### config.mk
export PLATFORM = sky130hd
export DESIGN_NAME = button_click_classifier_top_flat
export DESIGN_NICKNAME = d
export VERILOG_FILES = /design/src/bcc_pkg.sv /design/src/bcc_if.sv /design/src/bcc_csr.sv /design/src/bcc_engine.sv /design/src/button_click_classifier_top.sv /design/src/flat_wrapper.sv
export SDC_FILE = /design/constraint.sdc
export NUM_CORES = 1
export LEC_CHECK = 0
export ABC_CLOCK_PERIOD_IN_PS = 5700
export BUFFER_PORTS_ARGS = -buffer_cell sky130_fd_sc_hd__buf_2
export CAP_MARGIN = 40
export CORE_MARGIN = 2
export CORE_UTILIZATION = 50
export CTS_CLUSTER_SIZE = 28
export DETAILED_ROUTE_END_ITERATION = 7
export HOLD_SLACK_MARGIN = 0.03
export PLACE_DENSITY = 0.67
export SYNTH_ARGS = -nofsm -noshare
export SYNTH_HDL_FRONTEND = slang
export SYNTH_HIERARCHICAL = 1
export SYNTH_SLANG_ARGS = --single-unit
### constraint.sdc
create_clock -name clock -period 5.7 [get_ports clock]
set_clock_uncertainty 0.2 [all_clocks]
set_input_delay 0.285 -clock clock [delete_from_list [all_inputs] [get_ports clock]]
set_output_delay 0.285 -clock clock [all_outputs]
set_load 0.02 [all_outputs]
### src/bcc_pkg.sv
// Shared types and constants for the button click classifier.
package bcc_pkg;

   localparam int unsigned TimeW = 32;
   localparam int unsigned CfgW  = 16;

   localparam logic [CfgW-1:0] LongPressReset = 16'd800;
   localparam logic [CfgW-1:0] DoubleGapReset = 16'd250;
   localparam logic [CfgW-1:0] DebounceReset  = 16'd35;

   typedef enum logic [1:0] {
      CSR_LONG_PRESS = 2'd0,
      CSR_DOUBLE_GAP = 2'd1,
      CSR_DEBOUNCE   = 2'd2,
      CSR_DOUBLE_EN  = 2'd3
   } csr_idx_type;

   typedef enum logic [1:0] {
      EV_NONE   = 2'd0,
      EV_SHORT  = 2'd1,
      EV_LONG   = 2'd2,
      EV_DOUBLE = 2'd3
   } event_type;

   typedef enum logic {
      OP_POLL   = 1'b0,
      OP_RESYNC = 1'b1
   } op_type;

   typedef struct packed {
      logic [CfgW-1:0] long_press_time;
      logic [CfgW-1:0] double_gap_time;
      logic [CfgW-1:0] debounce_time;
      logic            double_click_enable;
   } cfg_type;

endpackage

### src/bcc_if.sv
// Handshake channel interfaces for poll items and event items.
interface bcc_req_if;
   import bcc_pkg::*;
   logic             valid;
   logic             ready;
   logic             op;
   logic             raw_level;
   logic [TimeW-1:0] now_ms;

   modport source (output valid, op, raw_level, now_ms, input ready);
   modport sink   (input valid, op, raw_level, now_ms, output ready);
endinterface

interface bcc_rsp_if;
   logic       valid;
   logic       ready;
   logic [1:0] event_res;

   modport source (output valid, event_res, input ready);
   modport sink   (input valid, event_res, output ready);
endinterface

### src/bcc_csr.sv
// Configuration register bank.
module bcc_csr
   import bcc_pkg::*;
(
   input  logic            clock,
   input  logic            reset,
   input  logic            csr_we,
   input  logic [1:0]      csr_addr,
   input  logic [CfgW-1:0] csr_wdata,
   output cfg_type         cfg
);

   cfg_type cfg_ff, cfg_in;

   always_comb begin
      cfg_in = cfg_ff;
      if (csr_we) begin
         unique case (csr_idx_type'(csr_addr))
            CSR_LONG_PRESS: cfg_in.long_press_time     = csr_wdata;
            CSR_DOUBLE_GAP: cfg_in.double_gap_time     = csr_wdata;
            CSR_DEBOUNCE:   cfg_in.debounce_time       = csr_wdata;
            CSR_DOUBLE_EN:  cfg_in.double_click_enable = csr_wdata[0];
            default:        cfg_in = cfg_ff;
         endcase
      end
   end

   always_ff @(posedge clock) begin
      if (reset) begin
         cfg_ff.long_press_time     <= LongPressReset;
         cfg_ff.double_gap_time     <= DoubleGapReset;
         cfg_ff.debounce_time       <= DebounceReset;
         cfg_ff.double_click_enable <= 1'b1;
      end else begin
         cfg_ff <= cfg_in;
      end
   end

   assign cfg = cfg_ff;

endmodule

### src/bcc_engine.sv
// Debounce and click classification state, updated once per item.
module bcc_engine
   import bcc_pkg::*;
(
   input  logic             clock,
   input  logic             reset,
   input  cfg_type          cfg,
   input  logic             step_en,
   input  logic             op,
   input  logic             raw_level,
   input  logic [TimeW-1:0] now_ms,
   output event_type        event_out
);

   logic [TimeW-1:0] press_stamp_ff, press_stamp_in;
   logic [TimeW-1:0] release_stamp_ff, release_stamp_in;
   logic [TimeW-1:0] raw_change_stamp_ff, raw_change_stamp_in;
   logic held_ff, held_in;
   logic awaiting_ff, awaiting_in;
   logic long_done_ff, long_done_in;
   logic last_raw_ff, last_raw_in;
   logic stable_ff, stable_in;

   logic [TimeW-1:0] change_diff, press_diff, release_diff;
   logic             raw_changed, settled, level;
   event_type        ev;

   assign change_diff  = now_ms - raw_change_stamp_ff;
   assign press_diff   = now_ms - press_stamp_ff;
   assign release_diff = now_ms - release_stamp_ff;
   assign raw_changed  = raw_level != last_raw_ff;

   // a fresh raw edge means zero elapsed time
   assign settled = raw_changed ? (cfg.debounce_time == '0)
                                : (change_diff >= {{(TimeW-CfgW){1'b0}}, cfg.debounce_time});
   assign level   = ((raw_level != stable_ff) && settled) ? raw_level : stable_ff;

   always_comb begin
      press_stamp_in      = press_stamp_ff;
      release_stamp_in    = release_stamp_ff;
      raw_change_stamp_in = raw_changed ? now_ms : raw_change_stamp_ff;
      held_in             = held_ff;
      awaiting_in         = awaiting_ff;
      long_done_in        = long_done_ff;
      last_raw_in         = raw_level;
      stable_in           = level;
      ev                  = EV_NONE;

      if (op_type'(op) == OP_RESYNC) begin
         held_in             = raw_level;
         awaiting_in         = 1'b0;
         long_done_in        = raw_level;
         stable_in           = raw_level;
         press_stamp_in      = now_ms;
         release_stamp_in    = '0;
         raw_change_stamp_in = now_ms;
      end else begin
         unique case ({level, held_ff})
            2'b10: begin
               held_in        = 1'b1;
               press_stamp_in = now_ms;
               long_done_in   = 1'b0;
               if (cfg.double_click_enable && awaiting_ff) begin
                  awaiting_in  = 1'b0;
                  long_done_in = 1'b1;
                  ev           = EV_DOUBLE;
               end
            end
            2'b01: begin
               held_in = 1'b0;
               if (!long_done_ff &&
                   (press_diff > {{(TimeW-CfgW){1'b0}}, cfg.debounce_time})) begin
                  if (cfg.double_click_enable) begin
                     awaiting_in      = 1'b1;
                     release_stamp_in = now_ms;
                  end else begin
                     ev = EV_SHORT;
                  end
               end
            end
            2'b11: begin
               if (!long_done_ff &&
                   (press_diff > {{(TimeW-CfgW){1'b0}}, cfg.long_press_time})) begin
                  long_done_in = 1'b1;
                  awaiting_in  = 1'b0;
                  ev           = EV_LONG;
               end
            end
            default: begin
               if (cfg.double_click_enable && awaiting_ff &&
                   (release_diff > {{(TimeW-CfgW){1'b0}}, cfg.double_gap_time})) begin
                  awaiting_in = 1'b0;
                  ev          = EV_SHORT;
               end
            end
         endcase
      end
   end

   always_ff @(posedge clock) begin
      if (reset) begin
         press_stamp_ff      <= '0;
         release_stamp_ff    <= '0;
         raw_change_stamp_ff <= '0;
         held_ff             <= 1'b0;
         awaiting_ff         <= 1'b0;
         long_done_ff        <= 1'b0;
         last_raw_ff         <= 1'b0;
         stable_ff           <= 1'b0;
      end else if (step_en) begin
         press_stamp_ff      <= press_stamp_in;
         release_stamp_ff    <= release_stamp_in;
         raw_change_stamp_ff <= raw_change_stamp_in;
         held_ff             <= held_in;
         awaiting_ff         <= awaiting_in;
         long_done_ff        <= long_done_in;
         last_raw_ff         <= last_raw_in;
         stable_ff           <= stable_in;
      end
   end

   assign event_out = ev;

endmodule

### src/button_click_classifier_top.sv
// Each item passes the input register, then the output register, to become an event item.
// Throughput: one item per clock while events are taken; an input register
// and an output register let a new item enter while a finished event waits to be taken.
// The classifier state updates once per item as it moves into the output register.
// Reset (synchronous, active high) empties both registers, clears all state and
// loads the configuration defaults.
module button_click_classifier_top
   import bcc_pkg::*;
(
   input  logic            clock,
   input  logic            reset,
   bcc_req_if.sink         req_chan,
   bcc_rsp_if.source       rsp_chan,
   input  logic            csr_we,
   input  logic [1:0]      csr_addr,
   input  logic [CfgW-1:0] csr_wdata
);

   cfg_type cfg;

   logic             in_valid_ff, in_valid_in;
   logic             in_op_ff;
   logic             in_raw_ff;
   logic [TimeW-1:0] in_now_ff;
   logic             out_valid_ff, out_valid_in;
   logic [1:0]       out_event_ff;
   logic             out_load, in_load;
   event_type        ev;

   bcc_csr u_csr (
      .clock     (clock),
      .reset     (reset),
      .csr_we    (csr_we),
      .csr_addr  (csr_addr),
      .csr_wdata (csr_wdata),
      .cfg       (cfg)
   );

   bcc_engine u_engine (
      .clock     (clock),
      .reset     (reset),
      .cfg       (cfg),
      .step_en   (out_load),
      .op        (in_op_ff),
      .raw_level (in_raw_ff),
      .now_ms    (in_now_ff),
      .event_out (ev)
   );

   assign out_load       = in_valid_ff && (!out_valid_ff || rsp_chan.ready);
   assign req_chan.ready = !in_valid_ff || out_load;
   assign in_load        = req_chan.valid && req_chan.ready;
   assign in_valid_in    = in_load || (in_valid_ff && !out_load);
   assign out_valid_in   = out_load || (out_valid_ff && !rsp_chan.ready);

   always_ff @(posedge clock) begin
      if (reset) begin
         in_valid_ff  <= 1'b0;
         out_valid_ff <= 1'b0;
      end else begin
         in_valid_ff  <= in_valid_in;
         out_valid_ff <= out_valid_in;
      end
   end

   always_ff @(posedge clock) begin
      if (in_load) begin
         in_op_ff  <= req_chan.op;
         in_raw_ff <= req_chan.raw_level;
         in_now_ff <= req_chan.now_ms;
      end
      if (out_load) begin
         out_event_ff <= ev;
      end
   end

   assign rsp_chan.valid     = out_valid_ff;
   assign rsp_chan.event_res = out_event_ff;

endmodule

### src/flat_wrapper.sv
// flat-port wrapper written by rule: the top's interface ports become plain ports
module button_click_classifier_top_flat import bcc_pkg::*;
  (clock, reset, csr_we, csr_addr, csr_wdata, req_chan_valid, req_chan_op, req_chan_raw_level, req_chan_now_ms, req_chan_ready, rsp_chan_valid, rsp_chan_event_res, rsp_chan_ready);
  bcc_req_if req_chan_i ();
  bcc_rsp_if rsp_chan_i ();
  input  logic clock;
  input  logic reset;
  input  logic csr_we;
  input  logic [1:0] csr_addr;
  input  logic [CfgW-1:0] csr_wdata;
  input wire logic [$bits(req_chan_i.valid)-1:0] req_chan_valid;
  input wire logic [$bits(req_chan_i.op)-1:0] req_chan_op;
  input wire logic [$bits(req_chan_i.raw_level)-1:0] req_chan_raw_level;
  input wire logic [$bits(req_chan_i.now_ms)-1:0] req_chan_now_ms;
  output wire logic [$bits(req_chan_i.ready)-1:0] req_chan_ready;
  output wire logic [$bits(rsp_chan_i.valid)-1:0] rsp_chan_valid;
  output wire logic [$bits(rsp_chan_i.event_res)-1:0] rsp_chan_event_res;
  input wire logic [$bits(rsp_chan_i.ready)-1:0] rsp_chan_ready;
  assign req_chan_i.valid = req_chan_valid;
  assign req_chan_i.op = req_chan_op;
  assign req_chan_i.raw_level = req_chan_raw_level;
  assign req_chan_i.now_ms = req_chan_now_ms;
  assign req_chan_ready = req_chan_i.ready;
  assign rsp_chan_valid = rsp_chan_i.valid;
  assign rsp_chan_event_res = rsp_chan_i.event_res;
  assign rsp_chan_i.ready = rsp_chan_ready;
  button_click_classifier_top u_core (.clock(clock), .reset(reset), .req_chan(req_chan_i), .rsp_chan(rsp_chan_i), .csr_we(csr_we), .csr_addr(csr_addr), .csr_wdata(csr_wdata));
endmodule
# Word-level counts from Yosys, hierarchy flattened
# Index checks and enable logic that the tools add are counted.
# word_totals
input_bits	57
register_bits	188
# op_classes
n_lt_le_gt_ge	4
n_reduce_logical	38
n_eq_ne	12
n_mux	30
addsub	3
# ops
operator	count
$mux 32	8
$gt 32x16->1	3
$sub 32x32->32	3
$ge 32x16->1	1
$logic_not 16->1	1
$mux 1	16
$reduce_and 2->1	7
$reduce_bool 2->1	5
$logic_and 1x1->1	9
$ne 3x2->1 const B	3
$eq 2x2->1 const B	4
$pmux 2 s3	1
$reduce_and 6->1	1
$reduce_bool 3->1	2
$logic_not 1->1	5
$reduce_bool 5->1	1
$eq 2x1->1 const B	2
$logic_or 1x1->1	4
$mux 2	2
$pmux 1 s2	2
$reduce_and 4->1	1
$ne 3x1->1 const B	1
$pmux 1 s3	1
$reduce_and 3->1	1
other kinds (2)	3

# Depth between registers and ports, before layout
# Gate-level depths: netlist (run 1).
# logic_depth
ltp_word	8
depth_mapped	25
ltp_nobuf	23

# Cells and area by module
# The synthesis (run 1) kept the hierarchy.
# modules_own_cells
mod	cells_per_inst	area_per_inst_um2	n_inst
bcc_engine	1566	11557.3	1
bcc_csr	191	2011.9	1
button_click_classifier_top	46	1184.9	1

# Worst setup path after synthesis (run 1)
# Ideal clock, no wire load.
# synth_timing
path_kind	reg-to-reg
from	register u_core.in_now_ff[1]
to	register u_core.u_engine.release_stamp_ff[10]
path_buffers	2
setup_ns	0.132
t_arrival_ns	4.682
period_less_slack_ns	5.014
stages_incl_launch_ff	25
t_required_ns	5.368
setup_slack_ns	0.686
cell_sequence	edfxtp_1 > inv_1 > fa_1 > nand2b_1 > a21oi_1 > nor2_1 > nor2_1 > nor2_1 > o21ai_0 > xor2_1 > ha_1 > nand4_1 > nand2b_1 > nor2_1 > a211oi_1 > mux2i_1 > or3_1 > nor4_1 > nand4_1 > mux2_4 > or3_1 > buf_2 > buf_6 > o211ai_2 > a21oi_1
# synth_via
elab_chain_len	8
word_cells_on_any_way	12
# synth_rtl
element	line	rtl
from (decl)	button_click_classifier_top.sv:24	logic [TimeW-1:0] in_now_ff;
from (signal assigned)	button_click_classifier_top.sv:70	in_now_ff <= req_chan.now_ms;
$sub 32x32->32	bcc_engine.sv:28	assign change_diff = now_ms - raw_change_stamp_ff;
$ge 32x16->1	bcc_engine.sv:35	: (change_diff >= {{(TimeW-CfgW){1'b0}}, cfg.debounce_time});
$mux 1	bcc_engine.sv:34	assign settled = raw_changed ? (cfg.debounce_time == '0)
$logic_and 1x1->1	bcc_engine.sv:36	assign level = ((raw_level != stable_ff) && settled) ? raw_level : stable_ff;
$mux 1	bcc_engine.sv:36	
$eq 2x1->1	bcc_engine.sv:58	unique case ({level, held_ff})
$reduce_bool 2->1 (no source line)	--	
$reduce_and 4->1 (no source line) (*)	--	
to (signal assigned)	bcc_engine.sv:112	release_stamp_ff <= release_stamp_in;
to (decl)	bcc_engine.sv:16	logic [TimeW-1:0] release_stamp_ff, release_stamp_in;
# Mark *: on every way between the ends. The rest lies on a longest branch, timed or not.
# A chain may end at the register's enable or synchronous reset.

# Final worst setup path (run 1)
# layout_timing
from	register u_core.in_now_ff[6]
to	register u_core.u_engine.release_stamp_ff[1]
# The elaborated chain is that of the path after synthesis.

==> flow_summary.toml, run 1 <==
[synth]
synth_top_area_share_pct = 20.62
synth.yosys.warnings = 6
synthCells = 1803
synth.most_common_cell = "nand2_1"
yosysSeqAreaShare_pct = 27.95
synth_commonest_cells = "196 x nand2_1, 187 x a21oi_1, 162 x inv_1"
synthTopCellsByArea = "dfxtp_1 21%, ha_1 13%, edfxtp_1 7.3%"
ys_ff_latch = 188
synth_area_um2 = 14750
syn_area_per_cell_um2 = 8.183
syn_nets = 2020
yosysUniqueCellTypes = 82
ys.flop_type = "dfxtp_1"
yosysTopAreaCell = "dfxtp_1"
synth-edff-count = 36
synthArstFlopShare_pct = 0

[sta]
finalWorstPathRequiredPeriod_ns = 5.432
holdWs_ns = 0.05402
fmax_ghz = 0.1841
slew_violations = 0
finalCritPeriodShare_pct = 95.29
maxSlewHeadroom_pct = 51.62
hold_violations = 0
finalSetupViolCount = 0
rsz0062_at_grt = "false"
tightest_slew_ns = 0.7163
tns_ns = 0

[setup_path]
arrival_ns = 5.54
path_class = "register to register"
crit_path_end_kind = "register"
crit_fanout = 16
slowest_stage = "edfxtp_1"
cpMostUsedCell = "a21oi_1"
r2r_slack_ns = 0.27
required_ns = 5.81
start_kind = "register"
cp_cell_sequence = "ha_1 > a21o_1 > a21oi_1 > a21oi_1 > nand2_1 > nand2_1 > a21oi_1 > xnor2_1 > ha_1 > and4_1 > a21oi_1 > a21oi_1 > a211oi_1 > mux2i_1 > or3_4 > nor4_2 > nand4_1 > mux2_4 > or3_4 > buf_12 > o211ai_1 > a21oi_1"
cp_slowest_stage_delay_ns = 0.52

[floorplan]
die_area_um2 = 30900
die_h_um = 175.8
num_rows = 62
initial_utilization_pct = 51.13
die_x_um = 175.8
core_area_um2 = 28860
ios = 61

[drt]
routedWlPerCell_um = 18.72
via_per_inst = 5.976
drt_pass1_iterations = 6
drc = 0
drt_wl_total_mm = 42.59
ant_nets = 0
drt_iter0_drc = 1313
vias = 13600

[outcome]
outcome = "finished, final reports clean"

[cts]
insertion_delay_ns = 0.45
cts_made_buffers = 17
cts_tree = "yes"
htree_levels = 4
clk_pin_slew_ns = 0.08
cts_buffer_depth = 2
clock-root-buffer = "clkbuf_16"
cts.sinks = 188

[run]
drv_cap = 0

[cells_and_area]
postLayoutCellArea_um2 = 16750
layout.nets = 2094
fill_cells = 2586
drive_gt1_share_pct = 10.05
area_delta_synth_final_pct = 13.50

[power]
vdd_drop_max_mv = 0.1593
seqPwrFrac_pct = 37.8
p_sw_share_pct = 35.84
pwr-share-clk_pct = 31.9
combPwrFrac_pct = 30.3
leakagePower_nw = 6.499
switchingPower_mw = 1.392
power_density_nw_per_um2 = 232.0
p_int_mw = 2.492

[global_routing]
antenna_found_initial = 1
grt_use_total_pct = 27.31
grt_pass1_wl_mm = 67.28
grt-ovfl-total = 0
grt_pass1_vias = 12600
grt_max_degree = 60

[placement]
dp_hpwl_mm = 32.03
placed_area_um2 = 15510
gp_congestion = 0.9028
io_buffer_count = 60

[min_path]
hold_class = "primary input to register"
[sequential cells by signal, summed over array words and instances (netlist names)]
name	count
u_core/in_now_ff	32
u_core/u_engine/stable_ff	1
u_core/in_op_ff	1
u_core/u_engine/last_raw_ff	1
u_core/u_engine/release_stamp_ff	32
u_core/u_csr/cfg	49
u_core/rsp_chan.event_res	2
u_core/u_engine/raw_change_stamp_ff	32
u_core/rsp_chan.valid	1
u_core/u_engine/awaiting_ff	1
u_core/u_engine/long_done_ff	1
u_core/u_engine/held_ff	1
u_core/u_engine/press_stamp_ff	32
u_core/in_valid_ff	1
u_core/in_raw_ff	1
[through the flow]
step / util [%] / power, mW / instances / setup WS, ns
finish: 58.03 / 3.884 / 2275 / 0.2685
global route: 58.03 / 4.079 / 2275 / 0.02254
CTS: 57.63 / 3.864 / 2272 / 0.03206
detailed placement: 53.76 / 2.604 / 2190 / 0.07111
global placement: 53.45 / 2.574 / 2186 / 0.03873
floorplan: - / 2.289 / 1803 / 0.6856
[logic make-up (layout without fill, tap and decap cells)]
group,Yosys count,after routing,synth area share (%)
AOI/OAI and AO/OA,479,479,21.76
xor gates and xnor gates,76,76,4.512
adders and majority gates,160,160,13.72
buffers and inverters,253,340,6.886
DFF,188,188,27.95
muxes,87,87,5.945
other,0,1,0
and+or+nand+nor,560,560,19.22
[timing repair]
| item | in CTS | in global routing |
|---|---|---|
| gates resized for setup | 0 | 18 |
| setup endpoints to repair | 0 | 70 |
| buffers inserted | 0 | 1 |
| hold buffers | 50 | 0 |
| endpoints found under the hold margin | 66 | 0 |
[power by group through the flow]
stage	Combinational, mW	Clock [mW]	Sequential, mW
after floorplan	0.814	0	1.47
after global placement	1.08	0	1.50
after detailed placement	1.11	0	1.50
after CTS	1.14	1.26	1.47
after global routing	1.29	1.31	1.48
final	1.18	1.24	1.47
[per-layer routing]
| metal | track usage (%) | vias to the layer above | share of wire, % |
|---|---|---|---|
| li1 | - | 6606 | - |
| met1 | 38.55 | 6437 | 46 |
| met2 | 44.05 | 496 | 46 |
| met3 | 3.247 | 57 | 5.9 |
| met4 | 7.610 | 0 | 2.0 |
| met5 | 0 | - | 0 |
[final cells by class]
cell class              count  area, µm²  area share [%]
diodes                      1      2.502         0.01494
clock buffers              17      425.4           2.540
clock inverters            15      191.4           1.143
inverters                 164      615.6           3.676
multi-input cells        1362       9733           58.12
flip-flops and latches    188       4124           24.63
well taps                 384      480.5           2.869
repair buffers            144       1174           7.008
[critical path, delay by kind of cell, from the launching register on]
family | cells | cell delay [ns]
AO/OA/AOI/OAI | 9 | 1.34
XOR/XNOR | 1 | 0.15
adder cells (fa/ha/maj) | 2 | 0.72
buffers and inverters | 1 | 0.18
flip-flops | 1 | 0.52
multiplexers | 2 | 0.54
AND/OR/NAND/NOR | 7 | 1.65
[cells in the final DEF (no fill, tap or decap), types with 36 or more instances in the layout]
cell type / synthesis / layout
a21o_1: 42 / 42
a21oi_1: 187 / 185
buf_2: 13 / 59
dfxtp_1: 152 / 152
dlygate4sd3_1: 0 / 50
edfxtp_1: 36 / 36
ha_1: 157 / 157
inv_1: 162 / 162
mux2i_1: 85 / 85
nand2_1: 196 / 196
nand2b_1: 89 / 89
nand4_1: 73 / 73
nor2_1: 81 / 81
o21ai_0: 61 / 59
xnor2_1: 49 / 48
[path summary, 6_finish.rpt]
kind                                                           endpoint  cells after the start                                     from
worst min-delay path                               u_core/u_csr/cfg[36]                      3                              csr_addr[0]
worst max register to register      u_core/u_engine/release_stamp_ff[1]                     22                      u_core/in_now_ff[6]
worst min register to register  u_core/u_engine/raw_change_stamp_ff[26]                      2  u_core/u_engine/raw_change_stamp_ff[26]
worst max-delay path                u_core/u_engine/release_stamp_ff[1]                     22                      u_core/in_now_ff[6]
Power figures use the tool's default switching activity.
==> run 2: changes to the inputs <==
--- a/config.mk
+++ b/config.mk
@@ -5,15 +5,18 @@
 export SDC_FILE = /design/constraint.sdc
 export NUM_CORES = 1
 export LEC_CHECK = 0
+export ABC_AREA = 1
 export ABC_CLOCK_PERIOD_IN_PS = 5700
 export BUFFER_PORTS_ARGS = -buffer_cell sky130_fd_sc_hd__buf_2
 export CAP_MARGIN = 40
+export CELL_PAD_IN_SITES_DETAIL_PLACEMENT = 1
+export CELL_PAD_IN_SITES_GLOBAL_PLACEMENT = 1
 export CORE_MARGIN = 2
-export CORE_UTILIZATION = 50
+export CORE_UTILIZATION = 45
 export CTS_CLUSTER_SIZE = 28
 export DETAILED_ROUTE_END_ITERATION = 7
 export HOLD_SLACK_MARGIN = 0.03
-export PLACE_DENSITY = 0.67
+export PLACE_DENSITY = 0.82
 export SYNTH_ARGS = -nofsm -noshare
 export SYNTH_HDL_FRONTEND = slang
 export SYNTH_HIERARCHICAL = 1
==> run 2 against run 1 <==
  * Maximum frequency is 2.2% higher
  * First-iteration DRC count is 0.69% higher
  * Clock power down 3%
  * Via count increased by 26%
==> flow_summary.toml, run 2 <==
[power]
design_power_total_mw = 4.227
power_density_nw_per_um2 = 242.3
vdd_drop_max_mv = 0.1465
leakagePower_nw = 8.795

[synth]
synth_area_um2 = 15670
syn_nets = 2750
yosysTopAreaCell = "dfxtp_1"
ys_ff_latch = 188
synthAdderAreaFrac_pct = 12.92
synth_compound_area_share_pct = 10.53
synthArstFlopShare_pct = 0
yosysUniqueCellTypes = 46
synth_mux_area_share_pct = 0
synth-edff-count = 36
synth_commonest_cells = "757 x nand2_1, 464 x inv_1, 284 x nor2_1"
synthCells = 2533
syn_area_per_cell_um2 = 6.186
synth.most_common_cell = "nand2_1"
ys.flop_type = "dfxtp_1"
yosys.area_share.simple_pct = 34.13
yosysSeqAreaShare_pct = 26.32
synthXorXnorAreaFrac_pct = 2.851
synth_top_area_share_pct = 19.42
synthTopCellsByArea = "dfxtp_1 19%, nand2_1 18%, ha_1 13%"
synth_top_family_by_area = "simple AND/OR/NAND/NOR gates"
synth.yosys.warnings = 6

[drt]
routedWlPerCell_um = 19.40
ant_nets = 0
drt_iter0_drc = 1322
vias = 17080
drt_wl_total_mm = 59.95
via_per_inst = 5.527
drt_pass1_iterations = 6
drc = 0

[run]
drv_cap = 0

[cts]
cts.sinks = 188
cts_buffer_depth = 2
clock-root-buffer = "clkbuf_16"
cts_setup_buffers = 0
cts_made_buffers = 17
htree_levels = 4
insertion_delay_ns = 0.45
clk_pin_slew_ns = 0.08
cts_tree = "yes"

[global_routing]
grt_max_degree = 66
grt_pass1_wl_mm = 93.67
grt_pass1_vias = 17380
grt_use_total_pct = 33.23
antenna_found_initial = 3
grt-ovfl-total = 0

[floorplan]
die_h_um = 190.6
core_area_um2 = 34460
num_rows = 68
initial_utilization_pct = 45.48
ios = 61
die_area_um2 = 36330
die_x_um = 190.6

[placement]
dp.cells = 3001
dpl_worst_slack_ns = 0.4155
io_buffer_count = 60
dp_hpwl_mm = 45.06
placed_area_um2 = 16310
gp_congestion = 1.003

[cells_and_area]
postLayoutCellArea_um2 = 17440
final_cell_mix = "757 x nand2_1, 464 x inv_1, 284 x nor2_1"
area_delta_synth_final_pct = 11.31
drive_gt1_share_pct = 4.861
postLayoutCoreUtil_pct = 50.62
final_common_cell = "nand2_1"
largest_reg_flops = 49
fill_cells = 4744
layout.nets = 2837
final_cells = 3090

[sta]
finalWorstPathRequiredPeriod_ns = 5.312
hold_violations = 0
setup_ws_ns = 0.3880
tightest_slew_ns = 0.7947
maxSlewHeadroom_pct = 47.02
slew_violations = 0
fmax_ghz = 0.1883
finalCritPeriodShare_pct = 93.19
holdWs_ns = 0.2441
finalSetupViolCount = 0
rsz0062_at_grt = "false"
tns_ns = 0

[outcome]
outcome = "finished, final reports clean"

[setup_path]
crit_path_end_kind = "register"
arrival_ns = 5.47
path_class = "register to register"
required_ns = 5.86
start_kind = "register"
crit_fanout = 32

[min_path]
hold_class = "primary input to register"
## run 2: repair_timing
action | 4_1_cts | 5_1_grt
gates resized for setup | 0 | 1
endpoints found under the hold margin | 75 | 0
hold buffers | 55 | 0
setup endpoints to repair | 0 | 18
## run 2: final timing paths
check                                           from  cells after the start  slack (ns)                                      end
min                                            reset                      2        0.24      u_core/u_engine/release_stamp_ff[2]
max                              u_core/in_now_ff[0]                     24        0.39     u_core/u_engine/release_stamp_ff[22]
min reg2reg  u_core/u_engine/raw_change_stamp_ff[26]                      2        0.26  u_core/u_engine/raw_change_stamp_ff[26]
max reg2reg                      u_core/in_now_ff[0]                     24        0.39     u_core/u_engine/release_stamp_ff[22]
## run 2: per-layer routing
metal  routed length, µm  up-vias  GRT usage (%)
met3                3584      146          4.803
met5                  12        -              0
met2               28250      559          56.29
li1                    -     8138              -
met4                2213        2          13.48
met1               25880     8233          42.35
## run 2: critical path: stages, from the launching register on
cell      delay [ns]
edfxtp_1        0.45
inv_1           0.21
ha_1            0.19
inv_1           0.10
fa_1            0.48
nand3_1         0.12
nand3_1         0.20
nand2_1         0.12
nand2_1         0.10
nand3_1         0.09
nand2_1         0.13
xor2_1          0.21
ha_1            0.33
nand4_1         0.11
nor3_1          0.27
nor4b_1         0.50
a31o_2          0.18
nand3_1         0.22
nand3_1         0.14
nand2_1         0.07
inv_1           0.11
nor2_2          0.06
nand2_4         0.30
nand2_1         0.14
a21oi_1         0.18
## run 2: area by class of cell
type | count | area, µm² | share of cell area (%)
clock buffers | 19 | 454.2 | 2.604
repair buffers | 124 | 938.4 | 5.380
flip-flops and latches | 188 | 4124 | 23.64
inverters | 468 | 1759 | 10.09
diodes | 2 | 5.005 | 0.02869
multi-input cells | 1821 | 9474 | 54.31
well taps | 455 | 569.3 | 3.264
clock inverters | 13 | 118.9 | 0.6814
## run 2: cells by family after synthesis
family                     after synthesis
and+or+nand+nor                       1292
adders and majority gates              160
xor gates and xnor gates                51
DFF                                    188
AOI/OAI and AO/OA                      318
buffers and inverters                  524
## run 2: where the power goes
group	internal [mW]	leakage, nW	switching [mW]	total, mW
combinational	0.514	6.92	0.997	1.51
sequential	1.43	1.59	0.0851	1.51
clock	0.604	0.285	0.599	1.20
